===== src/hdl/weighted_particle_mean_covariance_top_macros.svh =====
// Assertion helpers for the particle statistics block.
`ifndef WEIGHTED_PARTICLE_MEAN_COVARIANCE_TOP_MACROS_SVH
`define WEIGHTED_PARTICLE_MEAN_COVARIANCE_TOP_MACROS_SVH
`ifndef SYNTHESIS
`define WPMC_ASSERT_IMPLY(label, clk, rst, ante, cons) \
   label: assert property (@(posedge clk) disable iff (rst) (ante) |-> (cons)) \
      else $error("wpmc same-cycle check failed");
`define WPMC_ASSERT_NEXT(label, clk, rst, ante, cons) \
   label: assert property (@(posedge clk) disable iff (rst) (ante) |=> (cons)) \
      else $error("wpmc next-cycle check failed");
`else
`define WPMC_ASSERT_IMPLY(label, clk, rst, ante, cons)
`define WPMC_ASSERT_NEXT(label, clk, rst, ante, cons)
`endif
`endif


===== src/hdl/wpmc_pkg.sv =====
package wpmc_pkg;
   localparam int PARTICLE_MAX = 1024;
   localparam int ADDR_W = $clog2(PARTICLE_MAX);
   localparam int COUNT_W = ADDR_W + 1;
   localparam int STATE_DIM = 4;
   localparam int WC_W = 17;
   localparam int MEM_W = WC_W + 16 * STATE_DIM;
   localparam int NUM_W = 72;
   localparam int DEN_W = 43;
   localparam int STEP_W = 7;
   localparam logic [STEP_W-1:0] NORM_STEPS = 7'd48;
   localparam logic [STEP_W-1:0] COV_STEPS = 7'd72;

   typedef struct packed {
      logic start;
      logic [STEP_W-1:0] steps;
   } div_req_type;

   typedef struct packed {
      logic busy;
      logic done;
   } div_sts_type;
endpackage


===== src/hdl/wpmc_div.sv =====
module wpmc_div
   import wpmc_pkg::*;
(
   input  logic clock,
   input  logic reset,
   input  div_req_type req,
   input  logic [NUM_W-1:0] num,
   input  logic [DEN_W-1:0] den,
   output div_sts_type sts,
   output logic [NUM_W-1:0] quot
);
   logic [STEP_W-1:0] cnt_ff, cnt_in;
   logic [NUM_W-1:0] num_ff, num_in, quot_ff, quot_in;
   logic [DEN_W-1:0] den_ff, den_in, rem_ff, rem_in;
   logic busy_ff, busy_in, done_ff, done_in;
   logic [DEN_W:0] shifted, diff;
   logic ge;

   always_comb begin
      shifted = {rem_ff, num_ff[NUM_W-1]};
      diff = shifted - {1'b0, den_ff};
      ge = shifted >= {1'b0, den_ff};
      cnt_in = cnt_ff;
      num_in = num_ff;
      quot_in = quot_ff;
      den_in = den_ff;
      rem_in = rem_ff;
      busy_in = busy_ff;
      done_in = 1'b0;
      if (req.start) begin
         cnt_in = req.steps;
         num_in = num;
         den_in = den;
         rem_in = '0;
         quot_in = '0;
         busy_in = 1'b1;
      end else if (busy_ff) begin
         rem_in = ge ? diff[DEN_W-1:0] : shifted[DEN_W-1:0];
         quot_in = {quot_ff[NUM_W-2:0], ge};
         num_in = {num_ff[NUM_W-2:0], 1'b0};
         cnt_in = cnt_ff - 1'b1;
         if (cnt_ff == 7'd1) begin
            busy_in = 1'b0;
            done_in = 1'b1;
         end
      end
   end

   always_ff @(posedge clock) begin
      if (reset) begin
         busy_ff <= 1'b0;
         done_ff <= 1'b0;
         cnt_ff <= '0;
      end else begin
         busy_ff <= busy_in;
         done_ff <= done_in;
         cnt_ff <= cnt_in;
      end
      num_ff <= num_in;
      quot_ff <= quot_in;
      den_ff <= den_in;
      rem_ff <= rem_in;
   end

   assign sts.busy = busy_ff;
   assign sts.done = done_ff;
   assign quot = quot_ff;
endmodule


===== config.mk =====
export PLATFORM = sky130hd
export DESIGN_NAME = wpmc_div
export DESIGN_NICKNAME = d
export VERILOG_FILES = /design/src/hdl/weighted_particle_mean_covariance_top_macros.svh /design/src/hdl/wpmc_pkg.sv /design/src/hdl/wpmc_div.sv
export SDC_FILE = /design/constraint.sdc
export NUM_CORES = 1
export LEC_CHECK = 0
export ABC_AREA = 1
export BUFFER_PORTS_ARGS = -buffer_cell sky130_fd_sc_hd__buf_2
export CORE_AREA = 5 5 159 161
export CTS_BUF_LIST = sky130_fd_sc_hd__clkbuf_2 sky130_fd_sc_hd__clkbuf_4 sky130_fd_sc_hd__clkbuf_8
export CTS_CLUSTER_DIAMETER = 120
export DETAILED_ROUTE_END_ITERATION = 10
export DIE_AREA = 0 0 164 166
export GPL_TIMING_DRIVEN = 1
export PLACE_DENSITY = 0.76
export SLEW_MARGIN = 20
export SYNTH_ARGS = -nofsm -noshare
export SYNTH_HDL_FRONTEND = slang
export SYNTH_SLANG_ARGS = --single-unit

===== constraint.sdc =====
create_clock -name clock -period 5.8 [get_ports clock]
set_input_delay 0.58 -clock clock [delete_from_list [all_inputs] [get_ports clock]]
set_output_delay 0.58 -clock clock [all_outputs]
set_load 0.02 [all_outputs]

Yosys cells after proc, flatten, opt, wreduce, memory -nomap -nowiden
Cells that the tools add are included.
{ "totals": {"reg_bits": 239} }
{ "op_classes": {"n_mux": 9, "magnitude_cmp": 1, "n_reduce_logical": 2, "add_sub_neg": 2, "n_bitwise": 1, "n_eq_ne": 1} }
{ "op_table": {"columns": ["operator", "n"], "rows": [
  ["2-to-1 mux 72 bit", 2],
  [">= comparator 44 x 43 -> 1 bit", 1],
  ["2-to-1 mux 43 bit", 1],
  ["subtractor 43 bit", 1],
  ["2-to-1 mux 7 bit", 2],
  ["equality test 7 x 1 -> 1 bit, second input constant", 1],
  ["subtractor 7 x 1 -> 7 bit, second input constant", 1],
  ["2-to-1 mux 1 bit", 4],
  ["OR reduction 3 bit", 1],
  ["nonzero test 2 bit", 1],
  ["NOT 1 bit", 1]
]} }

Logic depth before layout (Yosys ltp)
Gate-level depths: netlist of run 1.
{ "logic_depth": {"ltp_word": 4, "depth_mapped": 17} }

Worst setup path before layout of run 1
OpenSTA, ideal clock, no wires.
{ "synth_timing": {"path_type": "input to register", "from": "input req[7] in the netlist's numbering", "to": "register num_ff[0] (enable)", "arrival_ns": 3.143, "setup_slack_ns": 2.192, "stages": 4, "required_time_ns": 5.335, "cell_sequence": "clkbuf_1 > nor2_1 > inv_1 > clkbuf_1"} }
{ "synth_via": {"elab_chain_len": 1} }
{ "synth_lines": {"columns": ["item", "line", "source"], "rows": [
  ["from (decl)", "wpmc_div.sv:6", "input div_req_type req,"],
  ["nonzero test 2 bit (no source line)", null, null],
  ["to (signal assigned)", "wpmc_div.sv:59", "num_ff <= num_in;"],
  ["to (decl)", "wpmc_div.sv:13", "logic [NUM_W-1:0] num_ff, num_in, quot_ff, quot_in;"]
]} }
Every way passes these cells.
A chain may end at the register's enable or synchronous reset.

Final worst setup path of run 1
{ "layout_timing": {"from": "register num_ff[71]", "to": "register rem_ff[35]"} }
{ "layout_via": {"elab_chain_len": 2} }
{ "layout_lines": {"columns": ["item", "line", "source"], "rows": [
  ["subtractor 43 bit / >= comparator 44 x 43 -> 1 bit (equally long branches)", "wpmc_div.sv:21, wpmc_div.sv:22", null],
  ["2-to-1 mux 43 bit *", "wpmc_div.sv:38", "rem_in = ge ? diff[DEN_W-1:0] : shifted[DEN_W-1:0];"],
  ["to (signal assigned)", "wpmc_div.sv:62", "rem_ff <= rem_in;"],
  ["to (decl)", "wpmc_div.sv:14", "logic [DEN_W-1:0] den_ff, den_in, rem_ff, rem_in;"]
]} }
Mark *: on every way between the ends. The rest lies on a longest branch, timed or not.

==> flow_summary.json, run 1 <==
{
  "maxCapViolCount": 0,
  "final_cell_mix": "nand2_1, inv_1, buf_2, dfxtp_1, edfxtp_1",
  "numCtsBuffers": 39,
  "setup_viol": 0,
  "cp.arrival_ps": 3770,
  "cp_data_required_time_ps": 6290,
  "placed_area_um2": 13940,
  "pwr_density_cell_nw_per_um2": 258.2,
  "grt_pass1_vias": 10850,
  "hold_path.class": "in -> reg",
  "cts_sinks": 239,
  "route.detailed.drc": 0,
  "drt_iter0_drc": 725,
  "grtUsageTotal_pct": 23.31,
  "whs_ps": 191.6,
  "ys_types": 40,
  "max_freq_mhz": 304.8,
  "grtUsageMet3_pct": 6.751,
  "async_flop_share_pct": 0,
  "gp_congestion": 0.9958,
  "reg2reg_depth": 16,
  "final-seq-area_um2": 5936,
  "die_w_um": 164,
  "ctsHoldBuffers": 0,
  "synth-simple-area-share_pct": 29.66,
  "cp_max_fo": 44,
  "layout_commonest_cell": "nand2_1",
  "fillers": 2218,
  "grt_pass1_wl_mm": 52.63,
  "finalCritPeriodShare_pct": 56.57,
  "clk_latency_ps": 560,
  "grt_overflow": 0,
  "power_frac_seq_pct": 49.5,
  "crit_type": "reg -> reg",
  "pin_count": 199,
  "cts.path.max_buffers": 3,
  "hpwlAfterDp_mm": 23.06,
  "syn_avg_cell_area_um2": 7.476,
  "multi_input_area_um2": 5497,
  "dieArea_um2": 27220,
  "cts_resized": 0,
  "final_nets": 2067,
  "end_kind": "flip-flop",
  "ys_seq_elements": 239,
  "core-area_um2": 23820,
  "die_h_um": 166,
  "yosysSeqAreaShare_pct": 46.49,
  "synth_fa_ha_area_share_pct": 4.566,
  "status": "finished clean",
  "synth_nets": 1879,
  "cts_setup_buffers": 0,
  "synth-edff-count": 115,
  "grt_max_degree": 86,
  "rsz0062_at_grt": "no",
  "switchingPower_w": 0.0009345,
  "start_util_pct": 53.60,
  "slew_headroom_pct": 34.96,
  "io_buffer_count": 198,
  "clock_skew_ps": 32.05,
  "drive_gt1_share_pct": 16.76,
  "synth_top_family_by_area": "simple AND/OR/NAND/NOR gates",
  "synth_compound_gate_area_share_pct": 6.948,
  "use_met2_pct": 36.96,
  "synth_xor_area_share_pct": 1.715,
  "worst_slew_pin_slew_ps": 975.6,
  "h-tree-depth": 2,
  "p_int_w": 0.002893,
  "dp_slack_ps": 2039,
  "area_growth_pct": 16.08,
  "synthCells": 1708,
  "critPathLaunchType": "flip-flop",
  "fin_tns_setup_ps": 0,
  "rows": 57,
  "cts_tree": "yes",
  "fin_crit_ps": 3281,
  "clockRootBuffer": "clkbuf_8",
  "gr-usage-met1_pct": 30.86,
  "clkPwrFrac_pct": 41.9,
  "drt-pass1-iter-count": 5,
  "synth_ff_type": "dfxtp_1",
  "ant_nets": 0,
  "totalPowerFinal_w": 0.003827,
  "antenna_found_initial": 4,
  "whs_path_depth": 1,
  "wl_per_cell_um": 14.22,
  "swShare_pct": 24.42,
  "final_area_um2": 14820,
  "via_per_inst": 4.960,
  "ys_warn_count": 0,
  "synth_mux_area_share_pct": 0,
  "gr-max-usage-layer": "met2",
  "hold_viol": 0,
  "routed_wl_mm": 32.03,
  "vias": 11170,
  "clkTransAtPathRegs_ps": 70,
  "p_comb_share_pct": 8.6,
  "cellLeakagePower_nw": 7.681,
  "timing.final.ws_setup_ps": 2519,
  "vdd_ir_drop_max_mv": 0.2234,
  "netlist_area_um2": 12770,
  "drv_slew": 0
}
through the flow:
stage / utilization (%) / std cells
floorplan: - / 1708
global placement: 58.52 / 2179
detailed placement: 58.52 / 2179
CTS: 62.18 / 2251
global route: 62.21 / 2252
finish: 62.22 / 2253
registers in the layout, summed over array words and instances (netlist names):
signal   cells
done_ff      1
cnt_ff       7
quot        72
den_ff      43
busy_ff      1
rem_ff      43
num_ff      72
power by group through the flow:
stage | sequential (W) | clock, W | combinational (W)
final | 0.00189 | 0.00160 | 0.000330
after global routing | 0.00190 | 0.00174 | 0.000376
after CTS | 0.00190 | 0.00164 | 0.000332
after detailed placement | 0.00193 | 0 | 0.000329
after global placement | 0.00193 | 0 | 0.000323
after floorplan | 0.00192 | 0 | 0.000223
cell families after synthesis:
family / Yosys count
adder cells (fa/ha/maj): 46
buffers and inverters: 340
flip-flops: 239
AO/OA/AOI/OAI: 147
AND/OR/NAND/NOR: 911
XOR/XNOR: 25
routing by layer:
metal / vias up / part of all wire [%]
li1: 5745 / -
met2: 306 / 46
met1: 5045 / 44
met4: 6 / 2.7
met5: - / 0.087
met3: 72 / 7.4
critical path, stage by stage, from the launching register on:
cell and delay [ps]:
edfxtp_1 340, inv_1 50, ha_1 210, fa_1 450, inv_1 120, nand2_1 60, nand3_1 120, nand2_1 90
nand3_2 100, nand2_1 90, nand2_2 110, nand2_4 350, nand2_4 540, nand2_1 310, nand2_1 140, nand2_1 60
nand2_1 60
synth_stat cells (2+ instances only):
library cell  count  share of area, %
inv_1           279               8.2
o22ai_1          70               3.4
nand2_2           5              0.24
nor3_1            6              0.24
buf_1             3             0.088
nor2_2            5              0.24
dfxtp_1         124                19
xnor2_1           6              0.41
ha_1             45               4.4
a21oi_1          39               1.5
buf_4             9              0.53
nor3_2            2              0.16
nor2_1           71               2.1
xor2_1           19               1.3
nand3b_1         13              0.76
a31oi_1           4              0.20
nand2_1         704                21
nand3_1          71               2.8
buf_6             6              0.53
inv_2             3             0.088
o21ai_1           2             0.078
nand3_2          24               1.9
nand4_1           7              0.34
a21o_1            3              0.18
clkbuf_1         39               1.1
o21ai_0          11              0.43
edfxtp_1        115                27
o21bai_1         11              0.65
final cells by class:
class,instances,share of cell area [%]
well taps,324,2.735
clock inverters,9,0.5825
multi-input cells,1129,37.08
diodes,2,0.03377
flip-flops and latches,239,40.05
inverters,282,7.159
clock buffers,63,5.301
repair buffers,205,7.057
path summary, 6_finish.rpt:
check                                           start                 endpoint  slack, ps
worst max-delay path             num_ff[71]$_DFFE_PP_  rem_ff[35]$_SDFFE_PP0P_       2520
worst min-delay path                          den[30]     den_ff[30]$_DFFE_PP_        190
worst max register to register   num_ff[71]$_DFFE_PP_  rem_ff[35]$_SDFFE_PP0P_       2520
worst min register to register  quot[71]$_SDFFE_PP0P_    quot[71]$_SDFFE_PP0P_        460
No activity file was read; power rests on OpenSTA's default activity.
==> inputs of run 2 (changes only) <==
--- a/config.mk
+++ b/config.mk
@@ -5,15 +5,15 @@
 export SDC_FILE = /design/constraint.sdc
 export NUM_CORES = 1
 export LEC_CHECK = 0
-export ABC_AREA = 1
+export ABC_AREA = 0
 export BUFFER_PORTS_ARGS = -buffer_cell sky130_fd_sc_hd__buf_2
-export CORE_AREA = 5 5 159 161
+export CORE_AREA = 5 5 156 158
 export CTS_BUF_LIST = sky130_fd_sc_hd__clkbuf_2 sky130_fd_sc_hd__clkbuf_4 sky130_fd_sc_hd__clkbuf_8
 export CTS_CLUSTER_DIAMETER = 120
 export DETAILED_ROUTE_END_ITERATION = 10
-export DIE_AREA = 0 0 164 166
+export DIE_AREA = 0 0 161 163
 export GPL_TIMING_DRIVEN = 1
-export PLACE_DENSITY = 0.76
+export PLACE_DENSITY = 0.77
 export SLEW_MARGIN = 20
 export SYNTH_ARGS = -nofsm -noshare
 export SYNTH_HDL_FRONTEND = slang
==> constraint.sdc (replaced) <==
create_clock -name clock -period 2.9 [get_ports clock]
set_input_delay 0.29 -clock clock [delete_from_list [all_inputs] [get_ports clock]]
set_output_delay 0.29 -clock clock [all_outputs]
set_load 0.02 [all_outputs]
==> run 2 against run 1 <==
The flow now finishes with violations (setup timing). Global-route usage fell by 2.3 points. Count of clock-buffer cells in the layout rose by 8. Highest routed layer unchanged. Total power grew 130%. Cell count is 23% lower. Critical path depth decreased by 3. Via count is 17% lower. Synthesized cell count is 34% lower. Clock power is 99% higher. Largest power group unchanged.
==> flow_summary.json, run 2 <==
{
  "status": "finished, violations left",
  "violations": "setup timing",
  "critPathLaunchType": "flip-flop",
  "crit_slowest_cell": "edfxtp_1",
  "timing.final.ws_setup_ps": -2.175,
  "path_common_cell": "buf_12",
  "final_nets": 1585,
  "dp.cells": 1592,
  "routed_wl_mm": 28.76,
  "dp_slack_ps": -57.41,
  "reg2reg_to": "rem_ff[42]$_SDFFE_PP0P_",
  "die_h_um": 163,
  "synth_most_common_cell": "nor2_1",
  "pwr_density_cell_nw_per_um2": 575.3,
  "setup_viol": 1,
  "reg2reg_depth": 13,
  "clkTransAtPathRegs_ps": 60,
  "vdd_ir_drop_max_mv": 0.4521,
  "ys_warn_count": 0,
  "clockRootBuffer": "clkbuf_8",
  "grt_overflow": 0,
  "path_buf_inv": 3,
  "synth-edff-count": 115,
  "maxCapViolCount": 0,
  "cp_max_fo": 7,
  "path_cells": "ha_4 -> fa_2 -> nor2b_4 -> o2111ai_4 -> a21oi_4 -> o31ai_4 -> o211ai_2 -> o22ai_4 -> buf_12 -> buf_12 -> buf_8 -> a31oi_4 -> o22ai_1",
  "whs_path_depth": 2,
  "synth_top_area_share_pct": 29.25,
  "drv_slew": 0,
  "max_stage_delay_ps": 420,
  "slew_headroom_pct": 37.31,
  "cts_tree": "yes",
  "crit_type": "reg -> reg",
  "worstHoldEndpoint": "num_ff[50]$_DFFE_PP_",
  "hold_viol": 0,
  "met3_length_mm": 1.909,
  "wl_per_cell_um": 16.55,
  "cellLeakagePower_nw": 6.465,
  "pin_count": 199,
  "cp_data_required_time_ps": 3290,
  "netlist_area_um2": 11810,
  "vias": 9294,
  "ys_seq_elements": 239,
  "via_per_inst": 5.348,
  "fin_crit_ps": 2902,
  "clk_latency_ps": 550,
  "final_cell_mix": "buf_2, nor2_1, dfxtp_1, edfxtp_1, mux2i_1",
  "fin_tns_setup_ps": -2.175,
  "r2r_slack_ps": -2,
  "route.detailed.drc": 0,
  "cts.path.max_buffers": 3,
  "die_w_um": 161,
  "syn_avg_cell_area_um2": 10.44,
  "grt_pass1_wl_mm": 45.80,
  "yosysSeqAreaShare_pct": 50.27,
  "synthCells": 1131,
  "core-area_um2": 22980,
  "grt_max_degree": 118,
  "dieArea_um2": 26240,
  "drt_iter0_drc": 589,
  "numCtsBuffers": 42,
  "synth_nets": 1302,
  "hpwlAfterDp_mm": 19.13,
  "stdcell_count": 1738,
  "h-tree-depth": 2,
  "synth_common_cells": "nor2_1, dfxtp_1, edfxtp_1",
  "ys_types": 66,
  "cts_sinks": 239,
  "wl_met2_mm": 14.25,
  "start_util_pct": 51.38,
  "synth.largest_area_cell": "edfxtp_1",
  "grt_pass1_vias": 9332,
  "worst_slew_pin_slew_ps": 940.4,
  "rsz0062_at_grt": "yes",
  "gp_congestion": 0.8994,
  "ant_nets": 0,
  "clock_skew_ps": 29.19,
  "antenna_found_initial": 4,
  "drt-met1-wl_mm": 11.87,
  "drt-pass1-iter-count": 4,
  "drive_gt1_share_pct": 31.65,
  "rows": 56,
  "finalCritPeriodShare_pct": 100.1,
  "synth_ff_type": "dfxtp_1",
  "min_from": "num[50]",
  "end_kind": "flip-flop",
  "hold_path.class": "in -> reg",
  "cp.arrival_ps": 3300,
  "max_freq_mhz": 344.6,
  "area_growth_pct": 28.40,
  "cp_top_family": "compound AO/OA/AOI/OAI gates",
  "async_flop_share_pct": 0,
  "layout_commonest_cell": "buf_2",
  "whs_ps": 38.81,
  "synth_area_leaders": "edfxtp_1, dfxtp_1, mux2_2",
  "r2r_start": "den_ff[0]$_DFFE_PP_",
  "grtUsageTotal_pct": 21.01,
  "io_buffer_count": 198,
  "top_layer": "met5",
  "fillers": 1786
}
[run 2: metrics by stage]
stage	utilization (%)	power (W)	area (um2)
floorplan	-	0.004949	11810
global placement	57.91	0.005357	13310
detailed placement	57.91	0.005393	13310
CTS	64.36	0.008689	14790
global route	65.97	0.009180	15160
finish	65.97	0.008721	15160
[run 2: cells by family after synthesis]
| logic type | after synthesis | share of synthesized area (%) |
|---|---|---|
| compound gates | 212 | 12.15 |
| xor+xnor | 41 | 3.041 |
| fa+ha+maj | 46 | 4.938 |
| buf+inv | 126 | 4.260 |
| flops | 239 | 50.27 |
| mux | 148 | 13.30 |
| simple gates | 319 | 12.04 |
[run 2: layer usage]
layer	vias to the layer above	global-route usage, %
li1	4630	-
met1	4355	25.20
met2	238	36.28
met3	65	6.403
met4	6	6.863
met5	-	0
[run 2: how the worst max path moves through the flow]
stage	from	endpoint	slack, ps	cells after the start
final	den_ff[0]$_DFFE_PP_	rem_ff[42]$_SDFFE_PP0P_	-2	13
after floorplan	num_ff[71]$_DFFE_PP_	rem_ff[38]$_SDFFE_PP0P_	160	13
after CTS	den_ff[7]$_DFFE_PP_	rem_ff[27]$_SDFFE_PP0P_	0.8	13
after global placement	den_ff[4]$_DFFE_PP_	rem_ff[39]$_SDFFE_PP0P_	40	13
after detailed placement	den_ff[4]$_DFFE_PP_	rem_ff[39]$_SDFFE_PP0P_	-60	13
after global routing	den_ff[0]$_DFFE_PP_	rem_ff[42]$_SDFFE_PP0P_	-130	13
[run 2: where the power goes]
part	leakage, nW	switching, W	total (W)	internal (W)
clock	0.476	0.00137	0.00319	0.00182
sequential	2.15	0.000103	0.00389	0.00379
combinational	3.84	0.000867	0.00164	0.000778
total	6.46	0.00234	0.00872	0.00638
[run 2: timing repair]
item | 4_1_cts | 5_1_grt
pin swaps | 2 | 33
endpoints found under the setup margin | 6 | 43
cloned | 0 | 1
resized for setup | 5 | 57
hold buffers | 58 | 0
hold endpoints to repair | 51 | 0
setup buffers | 0 | 9
[run 2: cell type report]
class,instances,area (um2),area share (%)
sequential,239,5939,39.18
timing repair buffer,310,2127,14.03
antenna,1,2.502,0.01651
inverter,55,206.4,1.362
clock inverter,6,50.05,0.3301
clock buffer,71,833.3,5.496
tap,290,362.8,2.393
multi-input combinational,766,5639,37.20
